$ cat config.mk
export PLATFORM = sky130hd
export DESIGN_NAME = lifrk_regs
export DESIGN_NICKNAME = d
export VERILOG_FILES = /design/src/sv/lifrk_pkg.sv /design/src/sv/lifrk_regs.sv
export SDC_FILE = /design/constraint.sdc
export NUM_CORES = 1
export LEC_CHECK = 0
export BUFFER_PORTS_ARGS = -buffer_cell sky130_fd_sc_hd__buf_4
export CAP_MARGIN = 20
export CORE_MARGIN = 2
export CORE_UTILIZATION = 45
export DETAILED_ROUTE_END_ITERATION = 16
export PLACE_DENSITY = 0.8
export SLEW_MARGIN = 20
export SYNTH_ARGS = -nofsm -noshare
export SYNTH_HDL_FRONTEND = slang
export SYNTH_SLANG_ARGS = --single-unit
$ cat constraint.sdc
create_clock -name aclk -period 2.2 [get_ports aclk]
set_input_delay 0.44 -clock aclk [delete_from_list [all_inputs] [get_ports aclk]]
set_output_delay 0.44 -clock aclk [all_outputs]
set_load 0.02 [all_outputs]
$ cat src/sv/lifrk_pkg.sv
`default_nettype none

package lifrk_pkg;

    // Fixed-point format and datapath widths
    localparam int FRAC_BITS   = 16;
    localparam int DATA_W      = 32;
    localparam int GAIN_W      = 31;
    localparam int OPND_W      = DATA_W + 1;
    localparam int PROD_W      = 2 * OPND_W;
    localparam int CNT_W       = 16;
    localparam int DECAY_W     = 17;
    localparam int DECAY_SHIFT = 16;
    localparam int ADDR_W      = 5;
    localparam int APB_W       = 32;

    localparam logic [CNT_W-1:0]   REFRACT_TICKS = 16'd2;
    localparam logic [DECAY_W-1:0] DECAY_ONE     = 17'h1_0000;

    // Register map, index = byte address / 4
    typedef enum logic [2:0] {
        REG_LEAK_REV   = 3'd0,
        REG_SYN_REV    = 3'd1,
        REG_LEAK_GAIN  = 3'd2,
        REG_SYN_HALF   = 3'd3,
        REG_SYN_FULL   = 3'd4,
        REG_THR_BASE   = 3'd5,
        REG_THR_MAX    = 3'd6,
        REG_THR_DECAY  = 3'd7
    } reg_idx_t;

    typedef struct packed {
        logic [DATA_W-1:0]  leak_reversal;
        logic [DATA_W-1:0]  syn_reversal;
        logic [GAIN_W-1:0]  leak_gain;
        logic [GAIN_W-1:0]  syn_gain_half;
        logic [GAIN_W-1:0]  syn_gain_full;
        logic [DATA_W-1:0]  thresh_base;
        logic [DATA_W-1:0]  thresh_max;
        logic [DECAY_W-1:0] thresh_decay;
    } cfg_t;

    // Operand pair fed to the shared multiplier
    typedef enum logic [2:0] {
        MUL_DRV_HALF = 3'd0,
        MUL_DRV_FULL = 3'd1,
        MUL_LEAK     = 3'd2,
        MUL_SYN      = 3'd3,
        MUL_THR      = 3'd4,
        MUL_RECIP    = 3'd5
    } mul_sel_t;

    // Update of the weighted slope sum
    typedef enum logic [1:0] {
        SUM_HOLD = 2'd0,
        SUM_LOAD = 2'd1,
        SUM_ADD2 = 2'd2,
        SUM_ADD1 = 2'd3
    } sum_op_t;

    typedef struct packed {
        logic     ld_in;
        mul_sel_t mul_sel;
        logic     syn_full;
        logic     ld_ch;
        logic     ld_cf;
        logic     ld_acc;
        logic     ld_d;
        logic     syn_zero;
        logic     ld_thr;
        logic     ld_vs;
        logic     vs_full;
        sum_op_t  sum_op;
        logic     ld_t;
        logic     ld_q;
        logic     ld_vnew;
        logic     commit;
    } dp_cmd_t;

endpackage

`default_nettype wire

$ cat src/sv/lifrk_regs.sv
`default_nettype none

module lifrk_regs (
    input  wire logic                          aclk,
    input  wire logic                          aresetn,
    input  wire logic                          psel,
    input  wire logic                          penable,
    input  wire logic                          pwrite,
    input  wire logic [lifrk_pkg::ADDR_W-1:0]  paddr,
    input  wire logic [lifrk_pkg::APB_W-1:0]   pwdata,
    output logic      [lifrk_pkg::APB_W-1:0]   prdata,
    output logic                               pready,
    output lifrk_pkg::cfg_t                    cfg
);

    lifrk_pkg::cfg_t     cfg_reg;
    lifrk_pkg::cfg_t     cfg_next;
    lifrk_pkg::reg_idx_t idx;
    logic                wr_en;

    assign pready = 1'b1;
    assign wr_en  = psel & penable & pwrite & pready;
    assign idx    = lifrk_pkg::reg_idx_t'(paddr[lifrk_pkg::ADDR_W-1:2]);
    assign cfg    = cfg_reg;

    // Write decode
    always_comb begin
        cfg_next = cfg_reg;
        if (wr_en) begin
            unique case (idx)
                lifrk_pkg::REG_LEAK_REV:  cfg_next.leak_reversal = pwdata;
                lifrk_pkg::REG_SYN_REV:   cfg_next.syn_reversal  = pwdata;
                lifrk_pkg::REG_LEAK_GAIN:
                    cfg_next.leak_gain = pwdata[lifrk_pkg::GAIN_W-1:0];
                lifrk_pkg::REG_SYN_HALF:
                    cfg_next.syn_gain_half = pwdata[lifrk_pkg::GAIN_W-1:0];
                lifrk_pkg::REG_SYN_FULL:
                    cfg_next.syn_gain_full = pwdata[lifrk_pkg::GAIN_W-1:0];
                lifrk_pkg::REG_THR_BASE:  cfg_next.thresh_base   = pwdata;
                lifrk_pkg::REG_THR_MAX:   cfg_next.thresh_max    = pwdata;
                lifrk_pkg::REG_THR_DECAY:
                    cfg_next.thresh_decay = pwdata[lifrk_pkg::DECAY_W-1:0];
            endcase
        end
    end

    always_ff @(posedge aclk) begin
        if (!aresetn) begin
            cfg_reg <= '0;
        end else begin
            cfg_reg <= cfg_next;
        end
    end

    // Read mux, narrow registers zero-extended
    always_comb begin
        unique case (idx)
            lifrk_pkg::REG_LEAK_REV:  prdata = cfg_reg.leak_reversal;
            lifrk_pkg::REG_SYN_REV:   prdata = cfg_reg.syn_reversal;
            lifrk_pkg::REG_LEAK_GAIN: prdata = {1'b0, cfg_reg.leak_gain};
            lifrk_pkg::REG_SYN_HALF:  prdata = {1'b0, cfg_reg.syn_gain_half};
            lifrk_pkg::REG_SYN_FULL:  prdata = {1'b0, cfg_reg.syn_gain_full};
            lifrk_pkg::REG_THR_BASE:  prdata = cfg_reg.thresh_base;
            lifrk_pkg::REG_THR_MAX:   prdata = cfg_reg.thresh_max;
            lifrk_pkg::REG_THR_DECAY:
                prdata = {{(lifrk_pkg::APB_W-lifrk_pkg::DECAY_W){1'b0}},
                          cfg_reg.thresh_decay};
        endcase
    end

endmodule

`default_nettype wire

-- After elaboration in Yosys (flattened, before gate mapping)
Cells that the tools add are included.
- bits in registers: 238
- output and inout port bits: 271
- word-level logic and storage cells: 27
- input port bits: 42
- reductions and logical operators: 9
- multiplexer cells: 1
- eq/ne operators: 7
- bitwise logic cells: 2
- operators with widths (cell ; number):
    case mux 32 bit (8 select lines) ; 1
    AND reduction 2 bit ; 8
    equality test 3 bit (second input constant) ; 4
    equality test 3 x 2 -> 1 bit (second input constant) ; 2
    equality test 3 x 1 -> 1 bit (second input constant) ; 1
    zero test 3 bit ; 1
    bitwise AND 1 bit ; 2

-- Depth between registers and ports, before layout
Gate-level depths: netlist of the first run.
- word-level depth: 3
- gate-level depth with buffers: 7
- gate-level depth less buffers: 4

-- Worst setup path after synthesis of the first run
Ideal clock, no wire load.
- path type: input port to output port
- from: in paddr[3] in the netlist's numbering
- to: out prdata[10] in the netlist's numbering
- cell stages on the path: 7
- data required time: 1.760 ns
- arrival time: 1.660 ns
- path slack: 0.100 ns
- buffers on the path: 4
- cells stage by stage: buf_6 buf_6 buf_4 buf_2 a221oi_1 a21oi_1 a21oi_1
- longest elaborated chain between the ends: 2
- ends and longest elaborated chain (element ; RTL line ; text):
    start: declaration ; lifrk_regs.sv:9 ; input wire logic [lifrk_pkg::ADDR_W-1:0] paddr,
    equality test 3 bit (tied with other cells) ; lifrk_regs.sv:57 ; unique case (idx)
    case mux 32 bit (8 select lines) (*) ; lifrk_regs.sv:57 ;
    end: declaration ; lifrk_regs.sv:11 ; output logic [lifrk_pkg::APB_W-1:0] prdata,
Every way passes the cells marked *; elsewhere a longest branch is shown, timed or not.

-- Worst setup path in the final report of the first run
- from: reg cfg_reg (netlist bit cfg[19])
- to: out prdata[2] in the netlist's numbering
- longest elaborated chain between the ends: 1
- ends and longest elaborated chain (element ; RTL line ; text):
    start: declaration ; lifrk_regs.sv:16 ; lifrk_pkg::cfg_t cfg_reg;
    start signal: assignment ; lifrk_regs.sv:51 ; cfg_reg <= cfg_next;
    case mux 32 bit (8 select lines) ; lifrk_regs.sv:57 ;
No other way between the ends.

==> results.yml, run 1 <==
detailed_routing:
  viasPerCell: 5.63
  ant_nets: 0
  wl_per_cell_um: 20.7
  vias: 11300
  dr.first_iter.drc_count: 1030
  drc: 0
  dr.pass1.iters: 5
  drt-total-wl_mm: 41.7
timing:
  slew_headroom_pct: 61.0
  setup_slack_ns: -0.0949
  grt_setup_unrepaired: "yes"
  hold_viol_final: 0
  fin_crit_sh_pct: 104
  max_clock_freq_mhz: 436
  setup-tns-final_ns: -0.494
  fin_skew_ns: 0
  finalSetupViolations: 11
  min_period_ns: 2.29
  slew_violations: 0
  tightestPinTransition_ns: 0.584
clock_network:
  path_clk_slew_ns: 0.06
  cts_tree: "done"
  root_buffer: "clkbuf_16"
  insertion_delay_ns: 0.53
  cts_sinks: 238
  holdBufCountCts: 0
  h-tree-depth: 1
  cts.path.max_buffers: 3
  cts_made_buffers: 26
finish:
  drive_gt1_share_pct: 32.4
  largest_reg_flops: 238
  antenna_cells: 0
  multi_input_area_um2: 5720
  final_common_cell: "nand2_1"
  syn_to_final_growth_pct: 40.1
  finish.utilization_pct: 63.6
  mostFrequentLayoutCells: "nand2_1 (491), buf_4 (373), dfxtp_1 (214), a21boi_0 (129), a21boi_1 (109)"
  finalInstanceArea_um2: 15300
  regArea_um2: 4790
  fillerInstances: 2044
  fin_nets: 1712
global_route:
  grt_usage_pct: 31.1
  first_global_vias: 11000
  antenna_found_initial: 0
  grt-ovfl-total: 0
  grt_pass1_wl_mm: 62.8
  grt_max_degree: 61
placed_design:
  hpwl_mm: 27.9
  placed_cell_area_um2: 13900
  port_buffers: 309
  gp_congestion: 0.884
status:
  violations: "negative setup slack"
  status: "finished with violations"
pwr:
  fin_total_pwr_mw: 9.94
  p_per_area_nw_per_um2: 648
  ir_drop_uv: 638
  power_leakage_nw: 6.20
yosys:
  ys_async_sr_fraction_pct: 0
  syn_avg_cell_area_um2: 8.05
  yosysTopAreaCellShare_pct: 43.5
  synthFlopType: "dfxtp_1"
  synth_area_um2: 11000
  syn_inst: 1360
  synth_edf_count: 0
  synth.distinct_cells: 45
  yosys-top-cells-area: "dfxtp_1 (44%), nand2_1 (17%), a21boi_0 (8.8%)"
  synth_nets: 1402
  ys_ff_latch: 238
  yosysTopAreaCell: "dfxtp_1"
  ys_seq_area_share_pct: 43.5
  yosys_warnings: 0
critical_path:
  worstSetupEndpoint: "prdata[2]"
  rr_worst_depth: 2
  slowest_stage: "dfxtp_2"
  worstSetupEndpointType: "output pin"
  criticalPathCategory: "flip-flop to output pin"
  cp-startpoint: "cfg[19]"
  worst_r2r_endpoint: "cfg[82]"
  r2r_slack_ns: 1.42
  r2r-start: "cfg[82]"
  arrival_ns: 1.85
  slowest_delay_ns: 0.33
  startpoint_type: "flip-flop"
  cp_cell_sequence: "mux2_2 -> a221oi_2 -> a21oi_2 -> o22a_1 -> buf_6"
  cp_data_required_time_ns: 1.76
  crit_fanout: 3
die:
  io_pins: 313
  die_h_um: 160
  start_util_pct: 45.4
  row_count: 57
  die_area_um2: 25600
  core_um2: 24100
  die_w_um: 160
min_path:
  worst_hold_path.num_cells: 3
  hp-class: "input pin to flip-flop"
job:
  cap_violations: 0
## worst max-delay path, delay by kind of cell (launching register included)
kind	cells	cell delay (ns)
DFF	1	0.33
AOI/OAI and AO/OA	3	0.59
buffers and inverters	1	0.14
muxes	1	0.27
## report_power, final
part           switching [mW]  internal [mW]  total (mW)  leakage, nW
Sequential             0.0290           4.34        4.37         1.93
Combinational           0.553          0.413       0.966         3.82
Clock                    1.86           2.75        4.61        0.447
## repair_timing
action                                  in CTS  in global routing
endpoints found under the setup margin      32                 27
cloned                                       1                  1
pin swaps                                   13                 14
setup buffers                               10                  9
resized for setup                           47                 40
## Yosys cell counts (2+ instances only)
cell type / number
mux2_1: 5
nand2_1: 492
buf_4: 19
buf_1: 2
a221oi_1: 25
inv_1: 16
o22ai_1: 2
a211o_1: 2
a211oi_1: 2
nor2b_1: 6
a22o_1: 22
dfxtp_1: 238
buf_2: 52
o22a_1: 3
a22oi_1: 8
a21boi_0: 129
nor2_2: 2
nor2_1: 49
mux2_2: 7
nor3_1: 2
mux2i_1: 40
or2_2: 4
o221a_2: 10
or2_1: 2
a21oi_1: 23
o211ai_1: 10
clkbuf_1: 51
a21boi_1: 109
nand2b_1: 8
or3_1: 2
buf_6: 4
## per-layer routing
layer	GRT usage (%)	wire, um	vias up
li1	-	-	5160
met1	40.2	16800	5472
met2	51.5	19700	607
met3	6.16	3910	98
met4	11.4	1400	0
met5	0	0	-
## layout make-up
type	instances	share of cell area, %
clock buffers	35	4.86
clock inverters	12	1.04
inverters	17	0.441
flip-flops and latches	238	31.3
multi-input cells	977	37.3
well taps	324	2.64
repair buffers	410	22.5
## per-stage QoR
step                hold WS (ns)  std cells  setup slack [ns]
floorplan                  0.540       1360            0.0997
global placement           0.456       1945            -0.164
detailed placement         0.465       1945            -0.161
CTS                        0.170       2003            -0.101
global route               0.192       2013            -0.126
finish                     0.183       2013           -0.0949
## worst min-delay path by stage
stage / startpoint / to
global placement: cfg[67] / cfg[67]
floorplan: cfg[51] / cfg[51]
CTS: pwdata[31] / cfg[48]
detailed placement: cfg[66] / cfg[66]
finish: pwdata[31] / cfg[237]
global route: pwdata[21] / cfg[70]
## kinds of logic after synthesis
group,synth area share (%)
AO/OA/AOI/OAI,24.5
buffers and inverters,6.49
flip-flops,43.5
multiplexers,4.89
other,0.0342
AND/OR/NAND/NOR,20.6
No activity file was read; power rests on OpenSTA's default activity.
==> inputs of run 2 (changes only) <==
--- a/config.mk
+++ b/config.mk
@@ -10,6 +10,7 @@
 export CORE_MARGIN = 2
 export CORE_UTILIZATION = 45
 export DETAILED_ROUTE_END_ITERATION = 16
+export MAX_ROUTING_LAYER = met4
 export PLACE_DENSITY = 0.8
 export SLEW_MARGIN = 20
 export SYNTH_ARGS = -nofsm -noshare
==> run 2 against run 1 <==
Net effect:
- first-iteration DRC count shrank 4.5%
- die area did not move
- the run still ends with negative setup slack left
- sequential power barely moved
- critical path type unchanged
==> results.yml, run 2 (synthesis results as in run 1) <==
die:
  die_w_um: 160
  start_util_pct: 45.4
  die_h_um: 160
  row_count: 57
  core_um2: 24100
  die_area_um2: 25600
  io_pins: 313
min_path:
  worst_hold_path.num_cells: 3
  hp-start: "pwdata[21]"
  hp-class: "input pin to flip-flop"
  min_to: "cfg[70]"
pwr:
  swShare_pct: 24.7
  combPwrFrac_pct: 10.0
  ir_drop_uv: 454
  pwr-share-clk_pct: 44.4
  power_leakage_nw: 6.15
  p_per_area_nw_per_um2: 629
  seqPwrFrac_pct: 45.7
  p_int_mw: 7.21
  p_sw_mw: 2.37
timing:
  finalSetupViolations: 10
  min_period_ns: 2.30
  fin_skew_ns: 0
  setup_slack_ns: -0.0985
  setup-tns-final_ns: -0.427
  slew_headroom_pct: 58.0
  grt_setup_unrepaired: "yes"
  max_clock_freq_mhz: 435
  tightestPinTransition_ns: 0.628
  hold_viol_final: 0
  fin_crit_sh_pct: 104
  slew_violations: 0
clock_network:
  cts_made_buffers: 26
  root_buffer: "clkbuf_16"
  h-tree-depth: 1
  insertion_delay_ns: 0.52
  path_clk_slew_ns: 0.06
  cts_sinks: 238
  cts.path.max_buffers: 3
  cts_tree: "done"
  holdBufCountCts: 0
detailed_routing:
  dr.first_iter.drc_count: 984
  dr.pass1.iters: 5
  drc: 0
  ant_nets: 0
  wl_per_cell_um: 20.6
  viasPerCell: 5.59
  vias: 11300
  drt-total-wl_mm: 41.5
finish:
  fin_nets: 1714
  mostFrequentLayoutCells: "nand2_1 (491), buf_4 (379), dfxtp_1 (216), a21boi_0 (129), a21boi_1 (109)"
  syn_to_final_growth_pct: 39.0
  drive_gt1_share_pct: 32.1
  final_common_cell: "nand2_1"
  largest_reg_flops: 238
  fillerInstances: 2082
  finalInstanceArea_um2: 15200
  antenna_cells: 0
critical_path:
  worstSetupEndpointType: "output pin"
  r2r_slack_ns: 1.42
  criticalPathCategory: "flip-flop to output pin"
  startpoint_type: "flip-flop"
  cp_data_required_time_ns: 1.76
  crit_fanout: 3
  cp_cell_sequence: "mux2_4 -> a22o_1 -> a221oi_2 -> nor2_1 -> buf_4"
  arrival_ns: 1.86
  rr_worst_depth: 3
  r2r-start: "cfg[1]"
  worst_r2r_endpoint: "cfg[1]"
  critical_path_buf_inv_count: 1
  cp_top_family: "compound AO/OA/AOI/OAI gates"
  slowest_delay_ns: 0.33
  slowest_stage: "dfxtp_2"
status:
  violations: "negative setup slack"
  status: "finished with violations"
global_route:
  grt-ovfl-total: 0
  first_global_vias: 11100
  grt_usage_pct: 31.9
  grt_max_degree: 64
  grt_pass1_wl_mm: 62.8
  antenna_found_initial: 0
placed_design:
  placed_cell_area_um2: 13900
  gp_congestion: 0.898
  port_buffers: 309
  hpwl_mm: 28.0
job:
  cap_violations: 0
[run 2: changes by cell type in the layout (fill, tap and decap cells not counted), moves of 3 or more]
cell / previous run / this run
buf_4: 373 / 379
buf_8: 6 / 3
clkinv_4: 4 / 0
clkinvlp_4: 1 / 4
mux2_2: 5 / 1
mux2_4: 7 / 11
[run 2: final cells by class]
cell class	instances	area [um^2]	area share, %
Multi-Input combinational cell	977	5720	37.5
Clock inverter	9	81.3	0.534
Tap cell	324	405	2.66
Sequential cell	238	4790	31.5
Clock buffer	36	739	4.86
Inverter	17	67.6	0.444
Timing Repair Buffer	412	3420	22.5
[run 2: routing by layer]
layer | track usage [%] | part of all wire (%) | wire length, um | up-vias
met5 | - | 0 | 0 | -
met4 | 12.9 | 4.1 | 1690 | 0
met3 | 5.82 | 9.2 | 3810 | 116
met2 | 50.1 | 46 | 19100 | 627
met1 | 40.8 | 41 | 16900 | 5362
li1 | - | - | - | 5152
[run 2: power by group through the flow]
stage	logic (mW)	registers (mW)	clock network, mW
finish	0.953	4.37	4.25
global route	0.994	4.37	4.47
CTS	0.916	4.37	4.28
detailed placement	0.875	4.47	0
global placement	0.869	4.46	0
floorplan	0.453	4.50	0
[run 2: worst max path at each step]
| stage | from | end | slack, ns | depth (start not counted) |
|---|---|---|---|---|
| 6_report | cfg[61] | prdata[12] | -0.1 | 5 |
| 5_1_grt | cfg[63] | prdata[14] | -0.16 | 5 |
| 4_1_cts | cfg[54] | prdata[5] | -0.07 | 5 |
| 3_5_place_dp | paddr[3] | prdata[20] | -0.17 | 7 |
| 3_3_place_gp | paddr[3] | prdata[19] | -0.16 | 7 |
| 2_1_floorplan | paddr[3] | prdata[10] | 0.1 | 7 |
[run 2: worst reg2reg max path, stage by stage (launching register included)]
cell,delay [ns]
dfxtp_2,0.33
buf_4,0.12
nand2_1,0.05
a21boi_0,0.20
[run 2: stage by stage]
stage | setup WS, ns | cells | util, % | hold WS [ns] | power, mW
finish | -0.0985 | 2013 | 63.2 | 0.195 | 9.57
detailed placement | -0.172 | 1948 | 57.9 | 0.459 | 5.34
CTS | -0.0653 | 2005 | 62.4 | 0.184 | 9.57
global route | -0.160 | 2013 | 63.2 | 0.187 | 9.84
global placement | -0.162 | 1948 | 57.9 | 0.456 | 5.33
floorplan | 0.0997 | 1360 | - | 0.540 | 4.95
[run 2: timing repair]
item,CTS,global route
cloned,1,0
setup endpoints to repair,30,26
pin swaps,15,25
resized for setup,50,32
setup buffers,11,8
