[src/sv/lifrk_pkg.sv]
`default_nettype none

package lifrk_pkg;

    // Fixed-point format and datapath widths
    localparam int FRAC_BITS   = 16;
    localparam int DATA_W      = 32;
    localparam int GAIN_W      = 31;
    localparam int OPND_W      = DATA_W + 1;
    localparam int PROD_W      = 2 * OPND_W;
    localparam int CNT_W       = 16;
    localparam int DECAY_W     = 17;
    localparam int DECAY_SHIFT = 16;
    localparam int ADDR_W      = 5;
    localparam int APB_W       = 32;

    localparam logic [CNT_W-1:0]   REFRACT_TICKS = 16'd2;
    localparam logic [DECAY_W-1:0] DECAY_ONE     = 17'h1_0000;

    // Register map, index = byte address / 4
    typedef enum logic [2:0] {
        REG_LEAK_REV   = 3'd0,
        REG_SYN_REV    = 3'd1,
        REG_LEAK_GAIN  = 3'd2,
        REG_SYN_HALF   = 3'd3,
        REG_SYN_FULL   = 3'd4,
        REG_THR_BASE   = 3'd5,
        REG_THR_MAX    = 3'd6,
        REG_THR_DECAY  = 3'd7
    } reg_idx_t;

    typedef struct packed {
        logic [DATA_W-1:0]  leak_reversal;
        logic [DATA_W-1:0]  syn_reversal;
        logic [GAIN_W-1:0]  leak_gain;
        logic [GAIN_W-1:0]  syn_gain_half;
        logic [GAIN_W-1:0]  syn_gain_full;
        logic [DATA_W-1:0]  thresh_base;
        logic [DATA_W-1:0]  thresh_max;
        logic [DECAY_W-1:0] thresh_decay;
    } cfg_t;

    // Operand pair fed to the shared multiplier
    typedef enum logic [2:0] {
        MUL_DRV_HALF = 3'd0,
        MUL_DRV_FULL = 3'd1,
        MUL_LEAK     = 3'd2,
        MUL_SYN      = 3'd3,
        MUL_THR      = 3'd4,
        MUL_RECIP    = 3'd5
    } mul_sel_t;

    // Update of the weighted slope sum
    typedef enum logic [1:0] {
        SUM_HOLD = 2'd0,
        SUM_LOAD = 2'd1,
        SUM_ADD2 = 2'd2,
        SUM_ADD1 = 2'd3
    } sum_op_t;

    typedef struct packed {
        logic     ld_in;
        mul_sel_t mul_sel;
        logic     syn_full;
        logic     ld_ch;
        logic     ld_cf;
        logic     ld_acc;
        logic     ld_d;
        logic     syn_zero;
        logic     ld_thr;
        logic     ld_vs;
        logic     vs_full;
        sum_op_t  sum_op;
        logic     ld_t;
        logic     ld_q;
        logic     ld_vnew;
        logic     commit;
    } dp_cmd_t;

endpackage

`default_nettype wire

[src/sv/lifrk_dp.sv]
`default_nettype none

module lifrk_dp (
    input  wire logic                            aclk,
    input  wire logic                            aresetn,
    input  wire lifrk_pkg::dp_cmd_t              cmd,
    input  wire lifrk_pkg::cfg_t                 cfg,
    input  wire logic [lifrk_pkg::DATA_W-1:0]    s_tdata,
    output logic      [2*lifrk_pkg::DATA_W-1:0]  m_tdata,
    output logic      [0:0]                      m_tuser
);

    localparam int DW      = lifrk_pkg::DATA_W;
    localparam int OW      = lifrk_pkg::OPND_W;
    localparam int PW      = lifrk_pkg::PROD_W;
    localparam int FB      = lifrk_pkg::FRAC_BITS;
    localparam int PART_W  = PW - FB;
    localparam int SAT_W   = PW + 2;
    localparam int SUM_W   = DW + 4;
    localparam int Q_W     = DW + 1;
    localparam int VQ_W    = DW + 3;
    localparam int CW      = lifrk_pkg::CNT_W;
    localparam int RECIP_SHIFT = 30;

    localparam logic [DW-1:0]    RECIP3   = 32'h5555_5555;
    localparam logic [SUM_W-1:0] DIV_BIAS = 36'h1_8000_0000;
    localparam logic [VQ_W-1:0]  Q_BIAS   = 35'h0_8000_0000;

    function automatic logic signed [DW-1:0] sat32(input logic signed [SAT_W-1:0] x);
        logic [SAT_W-DW:0] hi;
        hi = x[SAT_W-1:DW-1];
        if (hi == '0 || hi == '1) begin
            return x[DW-1:0];
        end else if (x[SAT_W-1]) begin
            return {1'b1, {(DW-1){1'b0}}};
        end else begin
            return {1'b0, {(DW-1){1'b1}}};
        end
    endfunction

    // Configuration views with sign
    logic signed [DW-1:0] e_leak, e_syn, t_base, t_max;
    logic [lifrk_pkg::DECAY_W-1:0] decay_sat;

    assign e_leak    = cfg.leak_reversal;
    assign e_syn     = cfg.syn_reversal;
    assign t_base    = cfg.thresh_base;
    assign t_max     = cfg.thresh_max;
    assign decay_sat = (cfg.thresh_decay > lifrk_pkg::DECAY_ONE) ? lifrk_pkg::DECAY_ONE
                                                                 : cfg.thresh_decay;

    // Architectural state
    logic signed [DW-1:0] v_reg, v_next;
    logic signed [DW-1:0] thr_reg, thr_next;
    logic [CW-1:0]        cnt_reg, cnt_next;

    // Working registers
    logic signed [DW-1:0]     drive_reg, vs_reg, ch_reg, cf_reg, d_reg;
    logic signed [DW-1:0]     thr_dec_reg, vnew_reg;
    logic signed [PW-1:0]     prod_reg, prod_next;
    logic signed [PART_W-1:0] acc_reg;
    logic signed [SUM_W-1:0]  sum_reg, sum_next;
    logic [DW-1:0]            t_reg;
    logic [3:0]               ulo_reg;
    logic [Q_W-1:0]           q_reg;
    logic                     out_fired_reg;
    logic [DW-1:0]            out_v_reg, out_thr_reg;

    // Shared multiplier operands
    logic signed [OW-1:0] mul_a, mul_b;
    logic signed [OW-1:0] vs_m_el, vs_m_es, base_m_thr;
    logic signed [DW-1:0] c_sel;

    assign vs_m_el    = {vs_reg[DW-1], vs_reg} - {e_leak[DW-1], e_leak};
    assign vs_m_es    = {vs_reg[DW-1], vs_reg} - {e_syn[DW-1], e_syn};
    assign base_m_thr = {t_base[DW-1], t_base} - {thr_reg[DW-1], thr_reg};
    assign c_sel      = cmd.syn_full ? cf_reg : ch_reg;

    always_comb begin
        mul_a = '0;
        mul_b = '0;
        unique case (cmd.mul_sel)
            lifrk_pkg::MUL_DRV_HALF: begin
                mul_a = {drive_reg[DW-1], drive_reg};
                mul_b = {2'b00, cfg.syn_gain_half};
            end
            lifrk_pkg::MUL_DRV_FULL: begin
                mul_a = {drive_reg[DW-1], drive_reg};
                mul_b = {2'b00, cfg.syn_gain_full};
            end
            lifrk_pkg::MUL_LEAK: begin
                mul_a = vs_m_el;
                mul_b = {2'b00, cfg.leak_gain};
            end
            lifrk_pkg::MUL_SYN: begin
                mul_a = vs_m_es;
                mul_b = {c_sel[DW-1], c_sel};
            end
            lifrk_pkg::MUL_THR: begin
                mul_a = base_m_thr;
                mul_b = {{(OW-lifrk_pkg::DECAY_W){1'b0}}, decay_sat};
            end
            lifrk_pkg::MUL_RECIP: begin
                mul_a = {1'b0, t_reg};
                mul_b = {1'b0, RECIP3};
            end
            default: begin
                mul_a = '0;
                mul_b = '0;
            end
        endcase
    end

    assign prod_next = mul_a * mul_b;

    // Product shifted down by the fraction bits (floor)
    logic signed [PART_W-1:0] prod_part;
    logic signed [DW-1:0]     c_val;

    assign prod_part = prod_reg[PW-1:FB];
    assign c_val     = sat32({{(SAT_W-PART_W){prod_part[PART_W-1]}}, prod_part});

    // Stage slope: negated sum of leak and synaptic terms, saturated
    logic signed [PART_W-1:0] syn_part;
    logic signed [PART_W+1:0] term_neg;
    logic signed [DW-1:0]     d_val;

    assign syn_part = cmd.syn_zero ? '0 : prod_part;
    assign term_neg = -({{2{acc_reg[PART_W-1]}}, acc_reg}
                        + {{2{syn_part[PART_W-1]}}, syn_part});
    assign d_val    = sat32({{(SAT_W-PART_W-2){term_neg[PART_W+1]}}, term_neg});

    // Relaxed threshold: the step stays between thr and base, so it fits
    logic signed [DW-1:0] thr_dec_val;
    assign thr_dec_val = thr_reg + prod_reg[lifrk_pkg::DECAY_SHIFT+DW-1:lifrk_pkg::DECAY_SHIFT];

    // Next stage voltage
    logic signed [DW-1:0] vs_inc, vs_val;
    logic signed [DW:0]   vs_sum;

    assign vs_inc = cmd.vs_full ? d_reg : {d_reg[DW-1], d_reg[DW-1:1]};
    assign vs_sum = {v_reg[DW-1], v_reg} + {vs_inc[DW-1], vs_inc};
    assign vs_val = sat32({{(SAT_W-DW-1){vs_sum[DW]}}, vs_sum});

    // Weighted slope sum d1 + 2 d2 + 2 d3 + d4
    logic signed [SUM_W-1:0] d_ext;
    assign d_ext = {{(SUM_W-DW){d_reg[DW-1]}}, d_reg};

    always_comb begin
        unique case (cmd.sum_op)
            lifrk_pkg::SUM_HOLD: sum_next = sum_reg;
            lifrk_pkg::SUM_LOAD: sum_next = d_ext;
            lifrk_pkg::SUM_ADD2: sum_next = sum_reg + {d_ext[SUM_W-2:0], 1'b0};
            lifrk_pkg::SUM_ADD1: sum_next = sum_reg + d_ext;
        endcase
    end

    // Floor divide by six: halve, bias positive, then divide by three
    // through a reciprocal estimate and a small remainder correction
    logic [SUM_W-1:0] u_val;
    logic [Q_W-1:0]   est;
    logic [3:0]       est3, rem;
    logic [1:0]       corr;

    assign u_val = {sum_reg[SUM_W-1], sum_reg[SUM_W-1:1]} + DIV_BIAS;
    assign est   = prod_reg[RECIP_SHIFT+Q_W-1:RECIP_SHIFT];
    assign est3  = {est[2:0], 1'b0} + est[3:0];
    assign rem   = ulo_reg - est3;

    always_comb begin
        priority if (rem >= 4'd9) begin
            corr = 2'd3;
        end else if (rem >= 4'd6) begin
            corr = 2'd2;
        end else if (rem >= 4'd3) begin
            corr = 2'd1;
        end else begin
            corr = 2'd0;
        end
    end

    // New voltage: saturate, then clamp at the ceiling
    logic signed [VQ_W-1:0] vq_sum;
    logic signed [DW-1:0]   vq_sat, vnew_val;

    assign vq_sum   = {{(VQ_W-DW){v_reg[DW-1]}}, v_reg}
                      + {{(VQ_W-Q_W){1'b0}}, q_reg} - Q_BIAS;
    assign vq_sat   = sat32({{(SAT_W-VQ_W){vq_sum[VQ_W-1]}}, vq_sum});
    assign vnew_val = (vq_sat > t_max) ? t_max : vq_sat;

    // Spike decision and state commit
    logic          fire;
    logic [CW-1:0] cnt_base;

    assign fire     = (cnt_reg > lifrk_pkg::REFRACT_TICKS) && (vnew_reg > thr_dec_reg);
    assign cnt_base = fire ? '0 : cnt_reg;

    always_comb begin
        v_next   = v_reg;
        thr_next = thr_reg;
        cnt_next = cnt_reg;
        if (cmd.commit) begin
            v_next   = vnew_reg;
            thr_next = fire ? t_max : thr_dec_reg;
            cnt_next = (cnt_base != {CW{1'b1}}) ? cnt_base + CW'(1) : cnt_base;
        end
    end

    always_ff @(posedge aclk) begin
        if (!aresetn) begin
            v_reg   <= '0;
            thr_reg <= '0;
            cnt_reg <= '0;
        end else begin
            v_reg   <= v_next;
            thr_reg <= thr_next;
            cnt_reg <= cnt_next;
        end
    end

    // Working and output payload registers
    always_ff @(posedge aclk) begin
        prod_reg <= prod_next;
        sum_reg  <= sum_next;
        if (cmd.ld_in) begin
            drive_reg <= s_tdata;
            vs_reg    <= v_reg;
        end
        if (cmd.ld_ch) begin
            ch_reg <= c_val;
        end
        if (cmd.ld_cf) begin
            cf_reg <= c_val;
        end
        if (cmd.ld_acc) begin
            acc_reg <= prod_part;
        end
        if (cmd.ld_d) begin
            d_reg <= d_val;
        end
        if (cmd.ld_thr) begin
            thr_dec_reg <= thr_dec_val;
        end
        if (cmd.ld_vs) begin
            vs_reg <= vs_val;
        end
        if (cmd.ld_t) begin
            t_reg   <= u_val[DW+1:2];
            ulo_reg <= u_val[3:0];
        end
        if (cmd.ld_q) begin
            q_reg <= est + {{(Q_W-2){1'b0}}, corr};
        end
        if (cmd.ld_vnew) begin
            vnew_reg <= vnew_val;
        end
        if (cmd.commit) begin
            out_fired_reg <= fire;
            out_v_reg     <= vnew_reg;
            out_thr_reg   <= fire ? t_max : thr_dec_reg;
        end
    end

    assign m_tdata = {out_thr_reg, out_v_reg};
    assign m_tuser = out_fired_reg;

endmodule

`default_nettype wire

[config.mk]
export PLATFORM = sky130hd
export DESIGN_NAME = lifrk_dp
export DESIGN_NICKNAME = d
export VERILOG_FILES = /design/src/sv/lifrk_pkg.sv /design/src/sv/lifrk_dp.sv
export SDC_FILE = /design/constraint.sdc
export NUM_CORES = 2
export LEC_CHECK = 0
export BUFFER_PORTS_ARGS = -buffer_cell sky130_fd_sc_hd__buf_2
export CAP_MARGIN = 20
export CORE_ASPECT_RATIO = 0.75
export CORE_MARGIN = 5
export CORE_UTILIZATION = 40
export CTS_BUF_LIST = sky130_fd_sc_hd__clkbuf_16
export CTS_CLUSTER_SIZE = 20
export DETAILED_ROUTE_END_ITERATION = 8
export MAX_ROUTING_LAYER = met4
export PLACE_DENSITY = 0.65
export SYNTH_ARGS = -nofsm -noshare
export SYNTH_HDL_FRONTEND = slang
export SYNTH_SLANG_ARGS = --single-unit
[constraint.sdc]
create_clock -name aclk -period 24.8 [get_ports aclk]
set_clock_uncertainty 0.1 [all_clocks]
set_input_delay 6.2 -clock aclk [delete_from_list [all_inputs] [get_ports aclk]]
set_output_delay 6.2 -clock aclk [all_outputs]
set_load 0.01 [all_outputs]
== Yosys cells after proc, flatten, opt, wreduce, memory -nomap -nowiden ==
Cells that the tools add are included.

* Word-level logic and storage cells: 93
* Memories: 0
* ROM bits: 0
* Bits in latches: 0
* Memory bits (writable): 0
* Flip-flop bits (word level): 590

* Multiply operators: 1
* Bitwise logic cells: 0
* $add $sub $neg: 16
* Eq/ne operators: 13
* Reduce and logical (&&, ||, !) cells: 13
* Magnitude comparators: 7
* Muxes and demuxes: 24
* Div/mod/pow operators: 0
* Shift-type cells: 0

{| class="wikitable"
|+ Operators with widths
! kind !! number
|-
| $mux W32 || 13
|-
| $pmux W33 S6 || 1
|-
| $pmux W33 S5 || 1
|-
| $eq A37 B37 Y1 const B || 4
|-
| $logic_not A37 Y1 || 4
|-
| $pmux W36 S3 || 1
|-
| $sub A32 B32 Y33 || 3
|-
| $mul A33 B33 Y66 || 1
|-
| $gt A32 B32 Y1 || 2
|-
| $neg A52 Y52 || 1
|-
| $add A50 B50 Y51 || 1
|-
| $mux W50 || 1
|-
| $add A36 B32 Y36 || 1
|-
| $add A36 B36 Y36 || 1
|-
| $add A32 B34 Y35 || 1
|-
| $sub A35 B32 Y35 const B || 1
|-
| $add A34 B34 Y34 const B || 1
|-
| $add A32 B32 Y33 || 1
|-
| $add A33 B2 Y33 || 1
|-
| $add A32 B32 Y32 || 1
|-
| $mux W16 || 2
|-
| $mux W31 || 1
|-
| $gt A17 B17 Y1 const B || 1
|-
| $mux W17 || 1
|-
| 21 further kinds || 28
|}

== Longest topological paths before layout ==
* Depth after elaboration: 7
* Gate-level depth with buffers: 58
* Depth with buffers taken out: 54

== Least setup slack after synthesis ==
No wires, ideal clock.

* Kind: input port to flip-flop
* From: input port cmd[15] (netlist bit)
* To: register prod_reg[65]
* Buffers on the path: 5
* Arrival time: 19269 ps
* Setup slack: 5304 ps
* Cell stages on the path: 55
* Setup time: 127 ps
* Path through: clkbuf_1 and3b_1 clkbuf_1 buf_1 nand2_1 nand2_1 ha_1 inv_1 fa_1 a21o_1 a21oi_1 o21bai_1 a2111oi_0 o41ai_1 a2111oi_0 nor3_1 or3_1 a21oi_1 [... 19 more ...] inv_1 ha_1 a21o_1 a211o_1 o211ai_1 nand3b_1 a221oi_1 nand3_1 nand3_1 o211ai_1 a41o_1 a41o_1 o211ai_1 o21ai_0 nor2_1 o21bai_1 a221oi_1 xnor2_1

* Cells in the longest elaborated chain, start to end: 4
* Elaborated cells between the ends (all ways): 10

{| class="wikitable"
|+ RTL lines
! element !! line !! text
|-
| start, declared || lifrk_dp.sv:6 || <nowiki>input wire lifrk_pkg::dp_cmd_t cmd,</nowiki>
|-
| $eq A3 B1 Y1 or $logic_not A3 Y1 (tied branches) || lifrk_dp.sv:82 || <nowiki>unique case (cmd.mul_sel)</nowiki>
|-
| $reduce_or A2 Y1 (no line) || -- ||
|-
| $pmux W33 S5 || lifrk_dp.sv:82 ||
|-
| $mul A33 B33 Y66 (*) || lifrk_dp.sv:114 || <nowiki>assign prod_next = mul_a * mul_b;</nowiki>
|-
| net prod_next[65] || lifrk_dp.sv:60 || <nowiki>logic signed [PW-1:0] prod_reg, prod_next;</nowiki>
|-
| end signal, assigned || lifrk_dp.sv:223 || <nowiki>prod_reg <= prod_next;</nowiki>
|-
| end, declared || lifrk_dp.sv:60 ||
|}

The timed path passes the listed nets; every way through them passes the cells marked *.
A chain may end at the register's enable or synchronous reset.

== Worst setup path in the final report ==
Ends and elaborated chain as after synthesis.

==> impl_metrics.env <==
export IMPL_grt_most_used_layer="met2"
export IMPL_post_dp_cell_area_um2=82300
export IMPL_mostFrequentLayoutCells="inv_1 (1,392), fa_1 (1,157), nand2_1 (947)"
export IMPL_postSynthAreaPerCell_um2=9.36
export IMPL_grtUsageMet2_pct=39.5
export IMPL_synthFlopType="edfxtp_1"
export IMPL_crit_required_ps=25250
export IMPL_syn_num_nets=10300
export IMPL_cap_violations=0
export IMPL_cp_max_fo=28
export IMPL_syn_area_um2=77300
export IMPL_coreArea_um2=192000
export IMPL_final_cell_area_um2=84300
export IMPL_synth_area_leaders="fa_1 (30%), edfxtp_1 (17%), ha_1 (9.6%)"
export IMPL_arrival_ps=21910
export IMPL_cts_htree_levels=2
export IMPL_relSlewSlack_pct=18.2
export IMPL_portBuffers=355
export IMPL_vias_per_cell=5.58
export IMPL_slowest_stage="a222oi_1"
export IMPL_drt_iter0_markers=6075
export IMPL_hold_path_class="flop to flop"
export IMPL_globalRouteTotalUtil_pct=27.5
export IMPL_final_max_slew_violation_count=0
export IMPL_synth_edf_count=441
export IMPL_cts_tree="yes"
export IMPL_cts_root_buf="clkbuf_16"
export IMPL_start_util_pct=40.3
export IMPL_die_h_um=391
export IMPL_gp_congestion=0.982
export IMPL_ys_warnings_count=0
export IMPL_period_share_pct=86.5
export IMPL_yosysTopAreaCellShare_pct=30.0
export IMPL_area_growth_pct=9.15
export IMPL_cts_hold_buffers=0
export IMPL_io_pins=356
export IMPL_utilization_pct=44.0
export IMPL_grt_max_degree=80
export IMPL_dpl_hpwl_um=219000
export IMPL_ys_types=93
export IMPL_cts_setup_buffers=0
export IMPL_drtAntennaViolNets=0
export IMPL_status="complete, no violations"
export IMPL_period_minus_slack_ps=21460
export IMPL_clock_sinks=571
export IMPL_remaining_drc_errors=0
export IMPL_clockBufferDepth=3
export IMPL_finalHoldViolCount=0
export IMPL_use_met3_pct=5.86
export IMPL_routedWlPerCell_um=24.6
export IMPL_clock_latency_ps=690
export IMPL_fin_setup_tns_ps=0
export IMPL_synth_ff_latch_count=571
export IMPL_ys_seq_area_share_pct=20.5
export IMPL_drive_gt1_share_pct=9.32
export IMPL_antenna_found_initial=15
export IMPL_finalSetupViolCount=0
export IMPL_path_class="input port to flop"
export IMPL_fin_cells=11100
export IMPL_grt_overflow_total=0
export IMPL_fmax_mhz=46.6
export IMPL_die_w_um=517
export IMPL_grt_pass1_vias=61600
export IMPL_startpoint_type="input port"
export IMPL_cts_clk_slew_worst_paths_ps=70
export IMPL_wl_um=272000
export IMPL_dp_cells=11000
export IMPL_dr_total_vias=61900
export IMPL_rsz0062_at_grt="false"
export IMPL_cpMostUsedCell="fa_1"
export IMPL_yosys_area_top_type="fa_1"
export IMPL_tightestPinTransition_ps=1230
export IMPL_nets=10500
export IMPL_cpPeakStageDelay_ps=890
export IMPL_numCtsBuffers=59
export IMPL_netlist_instances=8257
export IMPL_cts_resized=0
export IMPL_critPathTopFamily="compound AO/OA/AOI/OAI gates"
export IMPL_end_kind="flop"
export IMPL_synthArstFlopShare_pct=0
export IMPL_use_met1_pct=37.8
export IMPL_die_area_um2=202000
export IMPL_rows=139
export IMPL_rrSetupSlack_ps=9770
export IMPL_grt_pass1_wl_um=403000
export IMPL_mostFrequentLayoutCell="inv_1"
export IMPL_cp_num_buf_inv=6
export IMPL_drtPass1Iterations=7
[area by class of cell]
cell class	instances	area, um2
fill	18400	108000
multi-input combinational	5979	55200
sequential	571	15800
inverter	1378	5170
tap	2538	3180
timing repair buffer	502	2940
clock buffer	60	1500
clock inverter	51	459
antenna	8	20.0
[logic make-up (layout without fill, tap and decap cells)]
family,after synthesis,after routing,share of synthesized area [%]
simple gates,2430,2430,14.0
flops,571,571,20.5
buf+inv,1707,1991,8.33
other cells,0,8,0
mux,226,226,3.17
xor+xnor,339,339,3.84
compound gates,1206,1206,10.2
fa+ha+maj,1778,1778,39.9
[synth_stat cells, drive strengths merged (10+ instances only)]
library cell and instances:
edfxtp 441, nand3 98, and2 77, fa 1157, inv 1378, o21bai 33
nand4 52, or4 12, a21oi 378, and3 37, nor3 90, a31oi 36
a21boi 17, a211oi 43, o21ai 232, o21a 67, xnor2 231, a2111oi 12
dfxtp 130, mux2 77, a21o 136, or2 21, maj3 29, ha 592
and4 15, xor2 108, nor4 25, a22o 12, buf 38, nor2 806
o31ai 16, a211o 16, a31o 10, o22ai 12, a22oi 36, nand2b 69
nand2 948, nor2b 109, clkbuf 291, mux2i 142, or3 32, o211ai 35
[worst paths after layout]
check        cells past startpoint                    from                 endpoint
min reg2reg                      0  vnew_reg[10]$_DFFE_PP_  out_v_reg[10]$_DFFE_PP_
max                             49                 cmd[15]     prod_reg[65]$_DFF_P_
max reg2reg                     46     vs_reg[0]$_DFFE_PP_     prod_reg[65]$_DFF_P_
min                              0  vnew_reg[10]$_DFFE_PP_  out_v_reg[10]$_DFFE_PP_
[per-layer routing]
layer,up-vias,routed length [um]
li1,27300,-
met1,31200,116000
met2,2935,116000
met3,502,27300
met4,0,13400
met5,-,0
[through the flow]
step           hold WS (ps)  setup WS, ps
2_1_floorplan           306          5300
3_3_place_gp            391          3340
3_5_place_dp            389          2830
4_1_cts                 396          3490
5_1_grt                 411          2510
6_report                396          3340
Power is not shown: default switching activity piles up to over one toggle a cycle in this logic, so the estimate is an artifact.
